===== config.mk =====
export PLATFORM = sky130hd
export DESIGN_NAME = html_tag_stripper_unit
export DESIGN_NICKNAME = d
export VERILOG_FILES = /design/src/sv/hts_pkg.sv /design/src/sv/hts_name_match.sv /design/src/sv/hts_core.sv /design/src/sv/html_tag_stripper_unit.sv
export VERILOG_INCLUDE_DIRS = /design/src /design/src/sv
export SDC_FILE = /design/constraint.sdc
export NUM_CORES = 1
export LEC_CHECK = 0
export BUFFER_PORTS_ARGS = -buffer_cell sky130_fd_sc_hd__clkbuf_2
export CAP_MARGIN = 20
export CORE_UTILIZATION = 45
export DETAILED_ROUTE_END_ITERATION = 16
export GPL_ROUTABILITY_DRIVEN = 0
export GPL_TIMING_DRIVEN = 0
export PLACE_DENSITY = 0.66
export SLEW_MARGIN = 5
export SYNTH_ARGS = -nofsm -noshare
export SYNTH_HDL_FRONTEND = slang
export SYNTH_SLANG_ARGS = --single-unit

===== constraint.sdc =====
create_clock -name clk -period 7.9 [get_ports clk]
set_clock_uncertainty 0.05 [all_clocks]
set_input_delay 1.975 -clock clk [delete_from_list [all_inputs] [get_ports clk]]
set_output_delay 1.975 -clock clk [all_outputs]
set_load 0.1 [all_outputs]

===== src/sv/assert_macros.svh =====
// assertion macros shared by the tag stripper modules
`ifndef ASSERT_MACROS_SVH
`define ASSERT_MACROS_SVH

// clocked check, disabled while reset is asserted
`define HTS_ASSERT(lbl, prop, msg) \
  lbl: assert property (@(posedge clk) disable iff (!rst_n) (prop)) else $error(msg);

// clocked check that also holds during reset
`define HTS_ASSERT_ALWAYS(lbl, prop, msg) \
  lbl: assert property (@(posedge clk) (prop)) else $error(msg);

`endif


===== src/sv/hts_pkg.sv =====
// types, constants and the prefix compare for the tag stripper
package hts_pkg;

  localparam int NAME_KEEP = 7;
  localparam int NAME_SAT  = 8;
  localparam int LEN_W     = 4;
  localparam int PAT_W     = 8 * NAME_KEEP;

  localparam logic [7:0] CH_OPEN    = 8'h3C;  // '<'
  localparam logic [7:0] CH_CLOSE   = 8'h3E;  // '>'
  localparam logic [7:0] CH_NEWLINE = 8'h0A;
  localparam logic [7:0] CH_UPPER_A = 8'h41;
  localparam logic [7:0] CH_UPPER_Z = 8'h5A;
  localparam logic [7:0] CASE_OFS   = 8'h20;

  // string literals, right aligned: first char sits highest
  localparam logic [PAT_W-1:0] PAT_SCRIPT     = PAT_W'("script");
  localparam logic [PAT_W-1:0] PAT_END_SCRIPT = PAT_W'("/script");
  localparam logic [PAT_W-1:0] PAT_STYLE      = PAT_W'("style");
  localparam logic [PAT_W-1:0] PAT_END_STYLE  = PAT_W'("/style");
  localparam logic [PAT_W-1:0] PAT_END_P      = PAT_W'("/p");
  localparam logic [PAT_W-1:0] PAT_END_DIV    = PAT_W'("/div");
  localparam logic [PAT_W-1:0] PAT_END_H      = PAT_W'("/h");
  localparam logic [PAT_W-1:0] PAT_END_LI     = PAT_W'("/li");
  localparam logic [PAT_W-1:0] PAT_BR         = PAT_W'("br");
  localparam logic [PAT_W-1:0] PAT_BR_SLASH   = PAT_W'("br/");

  typedef logic [7:0] name_t [NAME_KEEP];

  typedef struct packed {
    logic script_on;
    logic script_off;
    logic style_on;
    logic style_off;
    logic newline;
  } tag_hits_t;

  typedef struct packed {
    logic       txt_valid;
    logic [7:0] data;
    logic       last;
  } result_t;

  // true when the stored name begins with the n-char pattern
  function automatic logic name_starts(name_t nm, logic [LEN_W-1:0] len,
                                       logic [PAT_W-1:0] pat, int n);
    logic hit;
    int   pos;
    hit = (len >= LEN_W'(n));
    for (int i = 0; i < NAME_KEEP; i++) begin
      pos = n - 1 - i;
      if (i < n && pos >= 0) begin
        if (nm[i] != pat[pos*8 +: 8]) begin
          hit = 1'b0;
        end
      end
    end
    return hit;
  endfunction

endpackage


===== src/sv/hts_name_match.sv =====
// classifies the stored tag name against the known tag prefixes
module hts_name_match
  import hts_pkg::*;
(
  input  name_t            name_i,
  input  logic [LEN_W-1:0] len_i,
  output tag_hits_t        hits_o
);

  logic is_br;
  logic is_br_slash;

  assign is_br       = (len_i == LEN_W'(2)) && name_starts(name_i, len_i, PAT_BR, 2);
  assign is_br_slash = (len_i == LEN_W'(3)) && name_starts(name_i, len_i, PAT_BR_SLASH, 3);

  always_comb begin
    hits_o.script_on  = name_starts(name_i, len_i, PAT_SCRIPT, 6);
    hits_o.script_off = name_starts(name_i, len_i, PAT_END_SCRIPT, 7);
    hits_o.style_on   = name_starts(name_i, len_i, PAT_STYLE, 5);
    hits_o.style_off  = name_starts(name_i, len_i, PAT_END_STYLE, 6);
    hits_o.newline    = name_starts(name_i, len_i, PAT_END_P, 2)
                      | name_starts(name_i, len_i, PAT_END_DIV, 4)
                      | name_starts(name_i, len_i, PAT_END_H, 2)
                      | name_starts(name_i, len_i, PAT_END_LI, 3)
                      | is_br | is_br_slash;
  end

endmodule


===== src/sv/hts_core.sv =====
// parser state and per-item decision logic of the tag stripper
`include "assert_macros.svh"

module hts_core
  import hts_pkg::*;
(
  input  logic       clk,
  input  logic       rst_n,
  input  logic       step_i,
  input  logic [7:0] byte_i,
  input  logic       last_i,
  output result_t    res_o
);

  logic             tag_r, tag_nxt;
  logic             script_r, script_nxt;
  logic             style_r, style_nxt;
  name_t            name_r;
  logic [LEN_W-1:0] len_r, len_nxt;
  logic             wr_char;
  logic [7:0]       low_char;
  tag_hits_t        hits;

  hts_name_match u_match (
    .name_i (name_r),
    .len_i  (len_r),
    .hits_o (hits)
  );

  assign low_char = (byte_i >= CH_UPPER_A && byte_i <= CH_UPPER_Z) ?
                    byte_i + CASE_OFS : byte_i;

  always_comb begin
    tag_nxt       = tag_r;
    script_nxt    = script_r;
    style_nxt     = style_r;
    len_nxt       = len_r;
    wr_char       = 1'b0;
    res_o.txt_valid = 1'b0;
    res_o.data      = 8'h00;
    res_o.last      = last_i;
    if (byte_i == CH_OPEN) begin
      tag_nxt = 1'b1;
      len_nxt = '0;
    end else if (byte_i == CH_CLOSE) begin
      tag_nxt = 1'b0;
      if (hits.script_on)  script_nxt = 1'b1;
      if (hits.script_off) script_nxt = 1'b0;
      if (hits.style_on)   style_nxt  = 1'b1;
      if (hits.style_off)  style_nxt  = 1'b0;
      if (hits.newline) begin
        res_o.txt_valid = 1'b1;
        res_o.data      = CH_NEWLINE;
      end
    end else if (tag_r) begin
      wr_char = (len_r < LEN_W'(NAME_KEEP));
      if (len_r < LEN_W'(NAME_SAT)) len_nxt = len_r + LEN_W'(1);
    end else if (!script_r && !style_r) begin
      res_o.txt_valid = 1'b1;
      res_o.data      = byte_i;
    end
    // end of document returns to the reset state
    if (last_i) begin
      tag_nxt    = 1'b0;
      script_nxt = 1'b0;
      style_nxt  = 1'b0;
      len_nxt    = '0;
    end
  end

  always_ff @(posedge clk) begin
    if (!rst_n) begin
      tag_r    <= 1'b0;
      script_r <= 1'b0;
      style_r  <= 1'b0;
      len_r    <= '0;
    end else if (step_i) begin
      tag_r    <= tag_nxt;
      script_r <= script_nxt;
      style_r  <= style_nxt;
      len_r    <= len_nxt;
    end
  end

  // chars beyond the length are never compared, so no reset
  always_ff @(posedge clk) begin
    if (step_i && wr_char) begin
      name_r[len_r[2:0]] <= low_char;
    end
  end

  `HTS_ASSERT(a_len_sat, len_r <= LEN_W'(NAME_SAT), "name length beyond saturation")
  `HTS_ASSERT(a_doc_end_clear, step_i && last_i |=> !tag_r && !script_r && !style_r && len_r == '0, "state not cleared at document end")

endmodule


===== src/sv/html_tag_stripper_unit.sv =====
// an accepted input item is parsed from the input register and its result is presented from the result register
// throughput: one item per cycle while out_stall is low, set by the single pass through the parser state
// an input register and a result register part the two channels; stall propagates
// combinationally from out_stall to in_stall
// synchronous active-low reset clears parser state and the valid flags of both register stages
`include "assert_macros.svh"

module html_tag_stripper_unit
  import hts_pkg::*;
(
  input  logic       clk,
  input  logic       rst_n,
  input  logic       in_valid,
  output logic       in_stall,
  input  logic [7:0] in_byte,
  input  logic       in_last,
  output logic       out_item_valid,
  input  logic       out_stall,
  output logic       out_valid,
  output logic [7:0] out_byte,
  output logic       out_last
);

  logic       s1_vld_r;
  logic [7:0] s1_byte_r;
  logic       s1_last_r;
  logic       o_vld_r;
  result_t    o_res_r;
  result_t    core_res;
  logic       adv;
  logic       s1_load;
  logic       step;

  // result stage moves when empty or taken
  assign adv      = !o_vld_r || !out_stall;
  assign in_stall = s1_vld_r && !adv;
  assign s1_load  = in_valid && !in_stall;
  assign step     = adv && s1_vld_r;

  hts_core u_core (
    .clk    (clk),
    .rst_n  (rst_n),
    .step_i (step),
    .byte_i (s1_byte_r),
    .last_i (s1_last_r),
    .res_o  (core_res)
  );

  always_ff @(posedge clk) begin
    if (!rst_n) begin
      s1_vld_r <= 1'b0;
      o_vld_r  <= 1'b0;
    end else begin
      if (s1_load) begin
        s1_vld_r <= 1'b1;
      end else if (adv) begin
        s1_vld_r <= 1'b0;
      end
      if (adv) begin
        o_vld_r <= s1_vld_r;
      end
    end
  end

  always_ff @(posedge clk) begin
    if (s1_load) begin
      s1_byte_r <= in_byte;
      s1_last_r <= in_last;
    end
    if (step) begin
      o_res_r <= core_res;
    end
  end

  assign out_item_valid = o_vld_r;
  assign out_valid      = o_res_r.txt_valid;
  assign out_byte       = o_res_r.data;
  assign out_last       = o_res_r.last;

  `HTS_ASSERT(a_stall_full, in_stall |-> s1_vld_r && o_vld_r && out_stall, "input stalled while a stage is free")
  `HTS_ASSERT(a_zero_byte, o_vld_r && !o_res_r.txt_valid |-> o_res_r.data == 8'h00, "byte not zero on a suppressed item")

endmodule

Word-level counts from Yosys, hierarchy flattened:

Index checks and enable logic that the tools add are counted.

* bitwise operators: 6
* reduce and logical (&&, ||, !) cells: 27
* multiplexer cells: 70
* add/sub/neg operators: 2
* shifts and indexed selects: 0
* multiply operators: 0
* $lt $le $gt $ge: 12
* div/mod/pow operators: 0
* equality and inequality tests: 36

Operators with widths (count)
* 8-bit by 7-bit != test with 1-bit output (second input constant): 28
* 1-bit 2-to-1 mux: 57
* 56-bit bitwise mux: 1
* 9-bit 2-to-1 mux: 4
* 8-bit demux with 3-bit select: 1
* 4-bit 2-to-1 mux: 5
* 8-bit by 6-bit == test with 1-bit output (second input constant): 2
* 4-bit by 3-bit >= comparator with 1-bit output (second input constant): 4
* 8-bit 2-to-1 mux: 2
* 8-bit by 6-bit != test with 1-bit output (second input constant): 2
* 3-bit nonzero test: 5
* 4-bit AND reduction: 3
* 1-bit logical AND: 9
* 8-bit by 6-bit adder with 8-bit output (second input constant): 1
* 4-bit by 2-bit == test with 1-bit output (second input constant): 2
* 4-bit by 2-bit >= comparator with 1-bit output (second input constant): 2
* 8-bit by 7-bit >= comparator with 1-bit output (second input constant): 1
* 8-bit by 7-bit <= comparator with 1-bit output (second input constant): 1
* 1-bit logical NOT: 6
* 1-bit OR: 5
* 4-bit by 1-bit adder with 4-bit output (second input constant): 1
* 4-bit >= comparator (second input constant): 1
* 4-bit by 1-bit less-than comparator with 1-bit output (second input constant): 1
* 4-bit by 3-bit less-than comparator with 1-bit output (second input constant): 1
* 7 further kinds: 8

* bits in latches: 0
* input bits: 13
* bits in writable memories: 0
* logic and storage cells: 171
* output and inout bits: 12
* bits in read-only memories: 0
* register bits: 84
* memories kept: 0

Depth between registers and ports, before layout:

Gate-level depths: netlist (run 1).

* depth in word-level cells: 12
* mapped depth: 8
* depth with buffers taken out: 7

Hierarchy:

Synthesis (run 1) repeated with hierarchy kept, for this count alone.

* cell total of the unflattened synthesis: 247
* area total of the unflattened synthesis: 3492.1 um^2

Modules (own cells, without submodules)
* hts_core: instances 1, area each 2336.0 um^2, cells an instance 147, seq. area each 1821.7 um^2
* html_tag_stripper_unit: instances 1, area each 654.4 um^2, cells an instance 27, seq. area each 610.6 um^2
* hts_name_match: instances 1, area each 501.7 um^2, cells an instance 73, seq. area each 0.0 um^2

Worst setup path after synthesis (run 1):

Ideal clock, no wire load.

* path kind: input-to-output
* start: in out_stall
* end: out in_stall
* path slack: 3.089 ns
* cell stages on the path: 1
* arrival: 2.786 ns
* path through: and3_1

* word-level cells in the longest chain between the ends: 4

Ends and longest elaborated chain
* from (decl): RTL line html_tag_stripper_unit.sv:18 `input logic out_stall,`
* 1-bit logical NOT: RTL line html_tag_stripper_unit.sv:35 `assign adv = !o_vld_r || !out_stall;`
* 1-bit logical OR: RTL line html_tag_stripper_unit.sv:35
* 1-bit logical NOT: RTL line html_tag_stripper_unit.sv:36 `assign in_stall = s1_vld_r && !adv;`
* 1-bit logical AND: RTL line html_tag_stripper_unit.sv:36
* to (decl): RTL line html_tag_stripper_unit.sv:14 `output logic in_stall,`

Every way passes these cells.

Worst setup path after layout (run 1):

Same ends and word-level chain as after synthesis.

==> results of run 1 <==
==> through the flow <==
step / hold slack [ns] / std cells / utilization / area, µm² / setup slack, ns
floorplan: 0.415 / 242 / - / 3460 / 3.09
CTS: 0.458 / 381 / 0.532 / 3900 / 3.11
global placement: 0.422 / 365 / 0.505 / 3700 / 3.13
global route: 0.493 / 383 / 0.534 / 3920 / 3.09
detailed placement: 0.439 / 365 / 0.505 / 3700 / 3.11
finish: 0.452 / 383 / 0.534 / 3920 / 3.10
==> layout make-up <==
class / count / area share
clock buffers: 10 / 0.0326
repair buffers: 26 / 0.0332
inverters: 6 / 0.00575
well taps: 99 / 0.0316
multi-input cells: 150 / 0.253
clock inverters: 6 / 0.0182
plain buffers: 2 / 0.00415
flip-flops and latches: 84 / 0.621
==> routing by layer <==
layer,up-vias,wire length [µm],share of wire,track usage
li1,1026,-,-,-
met1,1015,3070,0.45,0.258
met2,82,3190,0.47,0.267
met3,8,477,0.070,0.0548
met4,0,103,0.015,0.0649
met5,-,0,0,0
==> worst min-delay path: stages, from the launching register on <==
cell     delay, ns
dfxtp_1       0.34
a21oi_1       0.04
nor2b_1       0.09
==> cell usage in the layout (no fill, tap or decap), types with 3 or more instances in the layout <==
cell type and count:
nor2b_1 6, nor2_1 17, nand4_1 6, nor3_1 9
nand2b_1 5, edfxtp_1 75, clkbuf_8 9, nand3b_1 7
o21ai_0 7, nand2_1 17, nor4b_1 4, nor4_1 11
ha_1 4, buf_2 3, clkbuf_2 24, dfxtp_1 9
nand3_1 6, and2_1 4, inv_1 6, a21oi_1 8
==> registers in the layout (all words and copies together) (netlist names) <==
register and count:
out_last 1, out_item_valid 1, s1_vld_r 1, s1_byte_r 8
out_valid 1, u_core.style_r 1, u_core.name_r 56, out_byte 8
u_core.len_r 4, u_core.tag_r 1, u_core.script_r 1, s1_last_r 1
==> power by group <==
| group | switching [µW] | internal [µW] | total (µW) |
|---|---|---|---|
| combinational | 29.9 | 9.55 | 39.4 |
| sequential | 9.16 | 490 | 499 |
| clock | 152 | 150 | 302 |
| total | 191 | 650 | 841 |
==> kinds of logic after synthesis <==
family / share of synthesized area
AO/OA/AOI/OAI: 0.0659
XOR/XNOR: 0.00253
adder cells (fa/ha/maj): 0.0145
buffers and inverters: 0.0112
flip-flops: 0.704
AND/OR/NAND/NOR: 0.202
==> worst paths after layout <==
check                                         end      startpoint
worst max-delay path                     in_stall       out_stall
worst min-delay path               out_item_valid        s1_vld_r
worst max register to register  u_core.name_r[18]  out_item_valid
worst min register to register     out_item_valid        s1_vld_r
==> flow_metrics.tcl, run 1 <==
set metrics [dict create \
    status "finished clean" \
    ys_types 50 \
    num_io_pins 25 \
    worstPathArrival_ns 2.77 \
    syn_nets 259 \
    ys.flop_type "edfxtp_1" \
    via_per_inst 5.56 \
    die_h_um 89.7 \
    critPathLaunchType "input port" \
    rsz0062_at_grt "false" \
    grt_pass1_wl_um 10200 \
    finalSetupViolations 0 \
    critical-path-top-delay-family "buffers and inverters" \
    hold_class "reg2reg" \
    power_uw 841 \
    cts_tree "built" \
    ys_async_sr_fraction 0 \
    clockRootBuffer "clkbuf_8" \
    multi_input_area_um2 991 \
    core_um2 7330 \
    final_nets 296 \
    vias 2131 \
    portBuffers 24 \
    ff2ff_path_depth 4 \
    drtPass1Iterations 4 \
    antenna_cells 0 \
    avgSynthCellArea_um2 14.3 \
    cts_resized 0 \
    drive_above_1_share 0.190 \
    cts_buffers 9 \
    yosys_warnings 0 \
    hold_path_depth 2 \
    area_growth_pct 13.2 \
    die_w_um 89.7 \
    final-seq-area_um2 2430 \
    initial_core_util 0.472 \
    antenna_found_initial 0 \
    cp_max_fo 3 \
    hold_viol 0 \
    drt_iter0_markers 160 \
    max_slew.worst_pin.slew_ns 0.970 \
    rrSetupSlack_ns 5.34 \
    synth_top_area_share 0.651 \
    clk_latency_ns 0.35 \
    cts_buffer_depth 2 \
    vdd_ir_drop_max_uv 166 \
    power_leakage_uw 0.00127 \
    path_cells "clkbuf_2 -> and3_1 -> clkbuf_2" \
    worst_path_max_delay_cell "clkbuf_2" \
    rows 31 \
    crit_top_cell "clkbuf_2" \
    cts_setup_buffers 0 \
    crit_path_end_kind "output port" \
    syn_inst 242 \
    slowest_delay_ns 0.47 \
    route.detailed.wl_per_inst_um 17.9 \
    ys_ff_latch 84 \
    grt_max_degree 19 \
    dp.final_hpwl_um 4710 \
    cts.clk_slew.worst_paths_ns 0.08 \
    crit_cells 3 \
    grt-ovfl-total 0 \
    setup_tns_ns 0 \
    synth_edf_count 75 \
    crit_required_ns 5.88 \
    worst-path-buf-inv 2 \
    cts_max_level 3 \
    period_minus_slack_ns 4.80 \
    clkSinkCount 84 \
    synth_top_area_cell "edfxtp_1" \
    synth.most_common_cell "edfxtp_1" \
    maxSlewViolCount 0 \
    synth.area.top_cells "edfxtp_1 (65%), dfxtp_1 (5.2%), nor4_1 (2.0%), nand2_1 (1.8%), nor2_1 (1.8%)" \
    synthTopCellsByCount "edfxtp_1 (75), nand2_1 (17), nor2_1 (17)" \
    power_density_nw_per_um2 215 \
    grtUsageTotal 0.182 \
    grt_pass1_vias 1959 \
    seq_area_frac_synth 0.704 \
    maxCapViolCount 0 \
    cts_hold_buffers 0 \
    crit_type "in2out" \
    n_fill_cell 613 \
    relSlewSlack 0.347 \
    dieArea_um2 8040 \
    max_freq_mhz 208 \
    min_period_over_period 0.607 \
    netlist_area_um2 3460 \
    drc 0 \
    route.antenna.remaining_nets 0 \
    totalWireLength_um 6840 \
]
No activity file was read; power rests on OpenSTA's default activity.
==> run 2: changes to the inputs <==
==> constraint.sdc (replaced) <==
create_clock -name clk -period 4.9 [get_ports clk]
set_clock_uncertainty 0.05 [all_clocks]
set_input_delay 1.225 -clock clk [delete_from_list [all_inputs] [get_ports clk]]
set_output_delay 1.225 -clock clk [all_outputs]
set_load 0.1 [all_outputs]
==> flow_metrics.tcl, run 2 (synthesis gave the netlist of run 1 again) <==
set metrics [dict create \
    initial_core_util 0.472 \
    power_density_nw_per_um2 346 \
    largest_register_ffs 56 \
    relSlewSlack 0.345 \
    crit_path_end_kind "output port" \
    max_slew.worst_pin.slew_ns 0.974 \
    period_minus_slack_ns 3.30 \
    num_io_pins 25 \
    portBuffers 24 \
    crit_type "in2out" \
    min_period_over_period 0.673 \
    grtUsageTotal 0.182 \
    cts.clk_slew.worst_paths_ns 0.08 \
    cts_resized 0 \
    grt_max_degree 19 \
    drtPass1Iterations 4 \
    cts_buffer_depth 2 \
    rsz0062_at_grt "false" \
    maxSlewViolCount 0 \
    die_h_um 89.7 \
    cts_max_level 3 \
    cts_hold_buffers 0 \
    cp_max_fo 3 \
    antenna_cells 0 \
    n_fill_cell 613 \
    drt_iter0_markers 180 \
    die_w_um 89.7 \
    totalWireLength_um 6840 \
    power_uw 1360 \
    grt-ovfl-total 0 \
    max_freq_mhz 303 \
    clkSinkCount 84 \
    grt_pass1_vias 1960 \
    setup_tns_ns 0 \
    via_per_inst 5.58 \
    final-seq-area_um2 2430 \
    hold_class "reg2reg" \
    worstPathArrival_ns 2.02 \
    antenna_found_initial 0 \
    clockRootBuffer "clkbuf_8" \
    grt_pass1_wl_um 10200 \
    area_growth_pct 13.2 \
    final_nets 296 \
    finalSetupViolations 0 \
    drive_above_1_share 0.190 \
    dp.final_hpwl_um 4710 \
    clk_latency_ns 0.35 \
    mostFrequentLayoutCells "edfxtp_1 (75), clkbuf_2 (24), nand2_1 (17), nor2_1 (17), nor4_1 (11)" \
    multi_input_area_um2 991 \
    core_um2 7330 \
    cts_buffers 9 \
    rrSetupSlack_ns 2.34 \
    vias 2138 \
    critPathLaunchType "input port" \
    route.detailed.wl_per_inst_um 17.8 \
    hold_viol 0 \
    maxCapViolCount 0 \
    rows 31 \
    route.antenna.remaining_nets 0 \
    drc 0 \
    vdd_ir_drop_max_uv 267 \
    status "finished clean" \
    dieArea_um2 8040 \
    cts_tree "built" \
    crit_required_ns 3.62 \
    power_leakage_uw 0.00127 \
    cts_setup_buffers 0 \
    final_common_cell "edfxtp_1" \
]
[run 2: cell counts in the layout (fill, tap and decap cells not counted)]
Identical to the previous run, type by type.
[run 2: layer usage]
layer	global-route usage	wire (µm)	up-vias
li1	-	-	1024
met1	0.259	3150	1023
met2	0.267	3120	83
met3	0.0548	460	8
met4	0.0635	111	0
met5	0	0	-
[run 2: through the flow]
step            util  cells  cell area [µm²]  hold slack (ns)  setup slack, ns
3_5_place_dp   0.505    365             3700            0.439            0.971
5_1_grt        0.534    383             3920            0.493             1.58
2_1_floorplan      -    242             3460            0.415             1.59
6_report       0.534    383             3920            0.453             1.60
4_1_cts        0.532    381             3900            0.458             1.34
3_3_place_gp   0.505    365             3700            0.422             1.08
[run 2: worst paths after layout]
check                           depth (start not counted)                 to           start
worst max-delay path                                    3           in_stall       out_stall
worst min-delay path                                    2     out_item_valid        s1_vld_r
worst max register to register                          4  u_core.name_r[19]  out_item_valid
worst min register to register                          2     out_item_valid        s1_vld_r
[run 2: where the power goes]
group / switching (µW) / internal [µW] / leakage (µW) / total (µW)
combinational: 48.2 / 15.4 / 0.000417 / 63.6
clock: 245 / 242 / 0.0000992 / 487
sequential: 14.9 / 790 / 0.000754 / 805
[run 2: critical path, stage by stage]
cell      delay [ns]
clkbuf_2        0.11
and3_1          0.21
clkbuf_2        0.47
[run 2: layout make-up]
cell class | instances | share of cell area
Buffer | 2 | 0.00415
Clock buffer | 10 | 0.0326
Clock inverter | 6 | 0.0182
Inverter | 6 | 0.00575
Multi-Input combinational cell | 150 | 0.253
Sequential cell | 84 | 0.621
Tap cell | 99 | 0.0316
Timing Repair Buffer | 26 | 0.0332
==> run 3: changes to the inputs <==
--- a/config.mk
+++ b/config.mk
@@ -6,6 +6,7 @@
 export SDC_FILE = /design/constraint.sdc
 export NUM_CORES = 1
 export LEC_CHECK = 0
+export ABC_AREA = 1
 export BUFFER_PORTS_ARGS = -buffer_cell sky130_fd_sc_hd__clkbuf_2
 export CAP_MARGIN = 20
 export CORE_UTILIZATION = 45
==> constraint.sdc (replaced) <==
create_clock -name clk -period 3.1 [get_ports clk]
set_clock_uncertainty 0.05 [all_clocks]
set_input_delay 0.775 -clock clk [delete_from_list [all_inputs] [get_ports clk]]
set_output_delay 0.775 -clock clk [all_outputs]
set_load 0.1 [all_outputs]
==> flow_metrics.tcl, run 3 <==
set metrics [dict create \
    place_area_um2 3930 \
    syn_nets 366 \
    hold_viol 0 \
    final_common_cell "edfxtp_1" \
    seq_area_frac_synth 0.663 \
    crit_type "reg2reg" \
    cts_tree "built" \
    period_minus_slack_ns 2.46 \
    power_leakage_uw 0.00164 \
    p_seq_frac 0.579 \
    drc 0 \
    synthTopCellsByCount "edfxtp_1 (75), nand2_1 (64), nor2_1 (53)" \
    antenna_found_initial 0 \
    rsz0062_at_grt "false" \
    ys.flop_type "edfxtp_1" \
    vias 2548 \
    hold_class "reg2reg" \
    cp_max_fo 11 \
    power.switching_uw 537 \
    via_per_inst 5.12 \
    grt_max_degree 17 \
    ys_types 28 \
    grtUsageTotal 0.188 \
    worstPathArrival_ns 2.48 \
    vdd_ir_drop_max_uv 310 \
    mostFrequentLayoutCells "edfxtp_1 (75), nand2_1 (64), nor2_1 (52)" \
    final_core_util 0.533 \
    grt_pass1_vias 2409 \
    yosys_warnings 0 \
    final_nets 408 \
    power_density_nw_per_um2 527 \
    pwr-share-comb 0.051 \
    cts_max_level 3 \
    portBuffers 24 \
    antenna_cells 0 \
    synth_top_area_share 0.614 \
    maxSlewViolCount 0 \
    relSlewSlack 0.591 \
    netlist_area_um2 3670 \
    synth_edf_count 75 \
    cts_buffers 9 \
    synth_top_area_cell "edfxtp_1" \
    setup_tns_ns 0 \
    dp.final_hpwl_um 5340 \
    drive_above_1_share 0.169 \
    status "finished clean" \
    crit_path_end "u_core.name_r[30]" \
    synth.area.top_cells "edfxtp_1 (61%), nand2_1 (6.5%), nor2_1 (5.4%), inv_1 (5.0%), dfxtp_1 (4.9%)" \
    dpl.cell_count 476 \
    critPathLaunchType "flip-flop" \
    ys_async_sr_fraction 0 \
    clockRootBuffer "clkbuf_8" \
    max_slew.worst_pin.slew_ns 0.612 \
    swShare 0.245 \
    rows 32 \
    cts_hold_buffers 0 \
    clkSinkCount 84 \
    avgSynthCellArea_um2 10.5 \
    r2r-start "s1_byte_r[0]" \
    p_int_uw 1660 \
    cts_resized 0 \
    totalWireLength_um 7250 \
    finalSetupViolations 0 \
    initial_core_util 0.470 \
    synth.most_common_cell "edfxtp_1" \
    hold_path_depth 0 \
    rrSetupSlack_ns 0.64 \
    max_freq_mhz 407 \
    ys_ff_latch 84 \
    cts_setup_buffers 0 \
    ff2ff_path_depth 7 \
    clkPwrFrac 0.370 \
    die_w_um 92.3 \
    dieArea_um2 8520 \
    min_period_over_period 0.793 \
    cts.clk_slew.worst_paths_ns 0.09 \
    cts_buffer_depth 2 \
    die_h_um 92.3 \
    core_um2 7810 \
    finalNonFillerCells 498 \
    clk_latency_ns 0.36 \
    drt_iter0_markers 175 \
    route.detailed.wl_per_inst_um 14.6 \
    syn_inst 349 \
    rr_endpoint "u_core.name_r[30]" \
    crit_start "s1_byte_r[0]" \
    whs_ns 0.444 \
    design_area_um2 4160 \
    grt_pass1_wl_um 11600 \
    hp-start "s1_last_r" \
    grt-ovfl-total 0 \
    drtPass1Iterations 5 \
    area_growth_pct 13.4 \
    n_fill_cell 696 \
    largest_register_ffs 56 \
    route.antenna.remaining_nets 0 \
    maxCapViolCount 0 \
    crit_required_ns 3.12 \
    num_io_pins 25 \
    crit_path_end_kind "flip-flop" \
]
## run 3: cell types whose count changed in the layout (fill, tap and decap cells not counted), sizes merged, moves of 5 or more
| cell | before | now |
|---|---|---|
| nand2 | 17 | 69 |
| nor4 | 12 | 0 |
| nor3 | 10 | 22 |
| nor2b | 6 | 0 |
| nand2b | 5 | 0 |
| a21oi | 8 | 13 |
| inv | 9 | 56 |
| nand3 | 6 | 22 |
| nor2 | 17 | 55 |
| and2 | 6 | 0 |
## run 3: cell families (layout without fill, tap and decap cells)
kind of cell,after synthesis,count (layout),synth area share
and+or+nand+nor,187,187,0.237
AOI/OAI and AO/OA,20,20,0.0310
DFF,84,84,0.663
adders and majority gates,4,4,0.0136
buffers and inverters,54,101,0.0556
## run 3: area by class of cell
class	count	area (µm²)	share of cell area
sequential	84	2430	0.584
timing repair buffer	31	155	0.0373
multi-input combinational	211	1040	0.249
inverter	53	199	0.0478
clock buffer	9	124	0.0298
tap	102	128	0.0307
clock inverter	7	82.6	0.0198
buffer	1	5.00	0.00120
## run 3: per-layer routing
layer	vias to the layer above	GRT usage	wire [µm]
met5	-	0	0
met4	0	0.103	222
met3	18	0.0378	420
met2	85	0.288	3430
met1	1188	0.250	3180
li1	1257	-	-
## run 3: how the worst min path moves through the flow
stage                           to
detailed placement        out_last
floorplan                 out_last
finish                    out_last
CTS                       out_last
global placement    out_item_valid
global route              out_last
## run 3: critical path, stage by stage (launching register included)
cell	delay, ns
edfxtp_1	0.66
nor2_1	0.15
nand2_4	0.12
inv_2	0.04
nor3_2	0.10
nand3_1	0.21
nor3_1	0.53
clkbuf_2	0.29
## run 3: power groups by stage
stage                     registers (µW)  logic (µW)  clock network [µW]
after global placement              1300         111                   0
final                               1270         113                 811
after floorplan                     1330        39.8                   0
after CTS                           1270         113                 823
after detailed placement            1300         113                   0
after global routing                1270         121                 867
## run 3: stage by stage
stage / total power (µW) / worst slack, ns
after floorplan: 1370 / 0.270
after global placement: 1410 / 0.0721
after detailed placement: 1410 / 0.0635
after CTS: 2210 / 0.360
after global routing: 2260 / 0.500
final: 2190 / 0.643
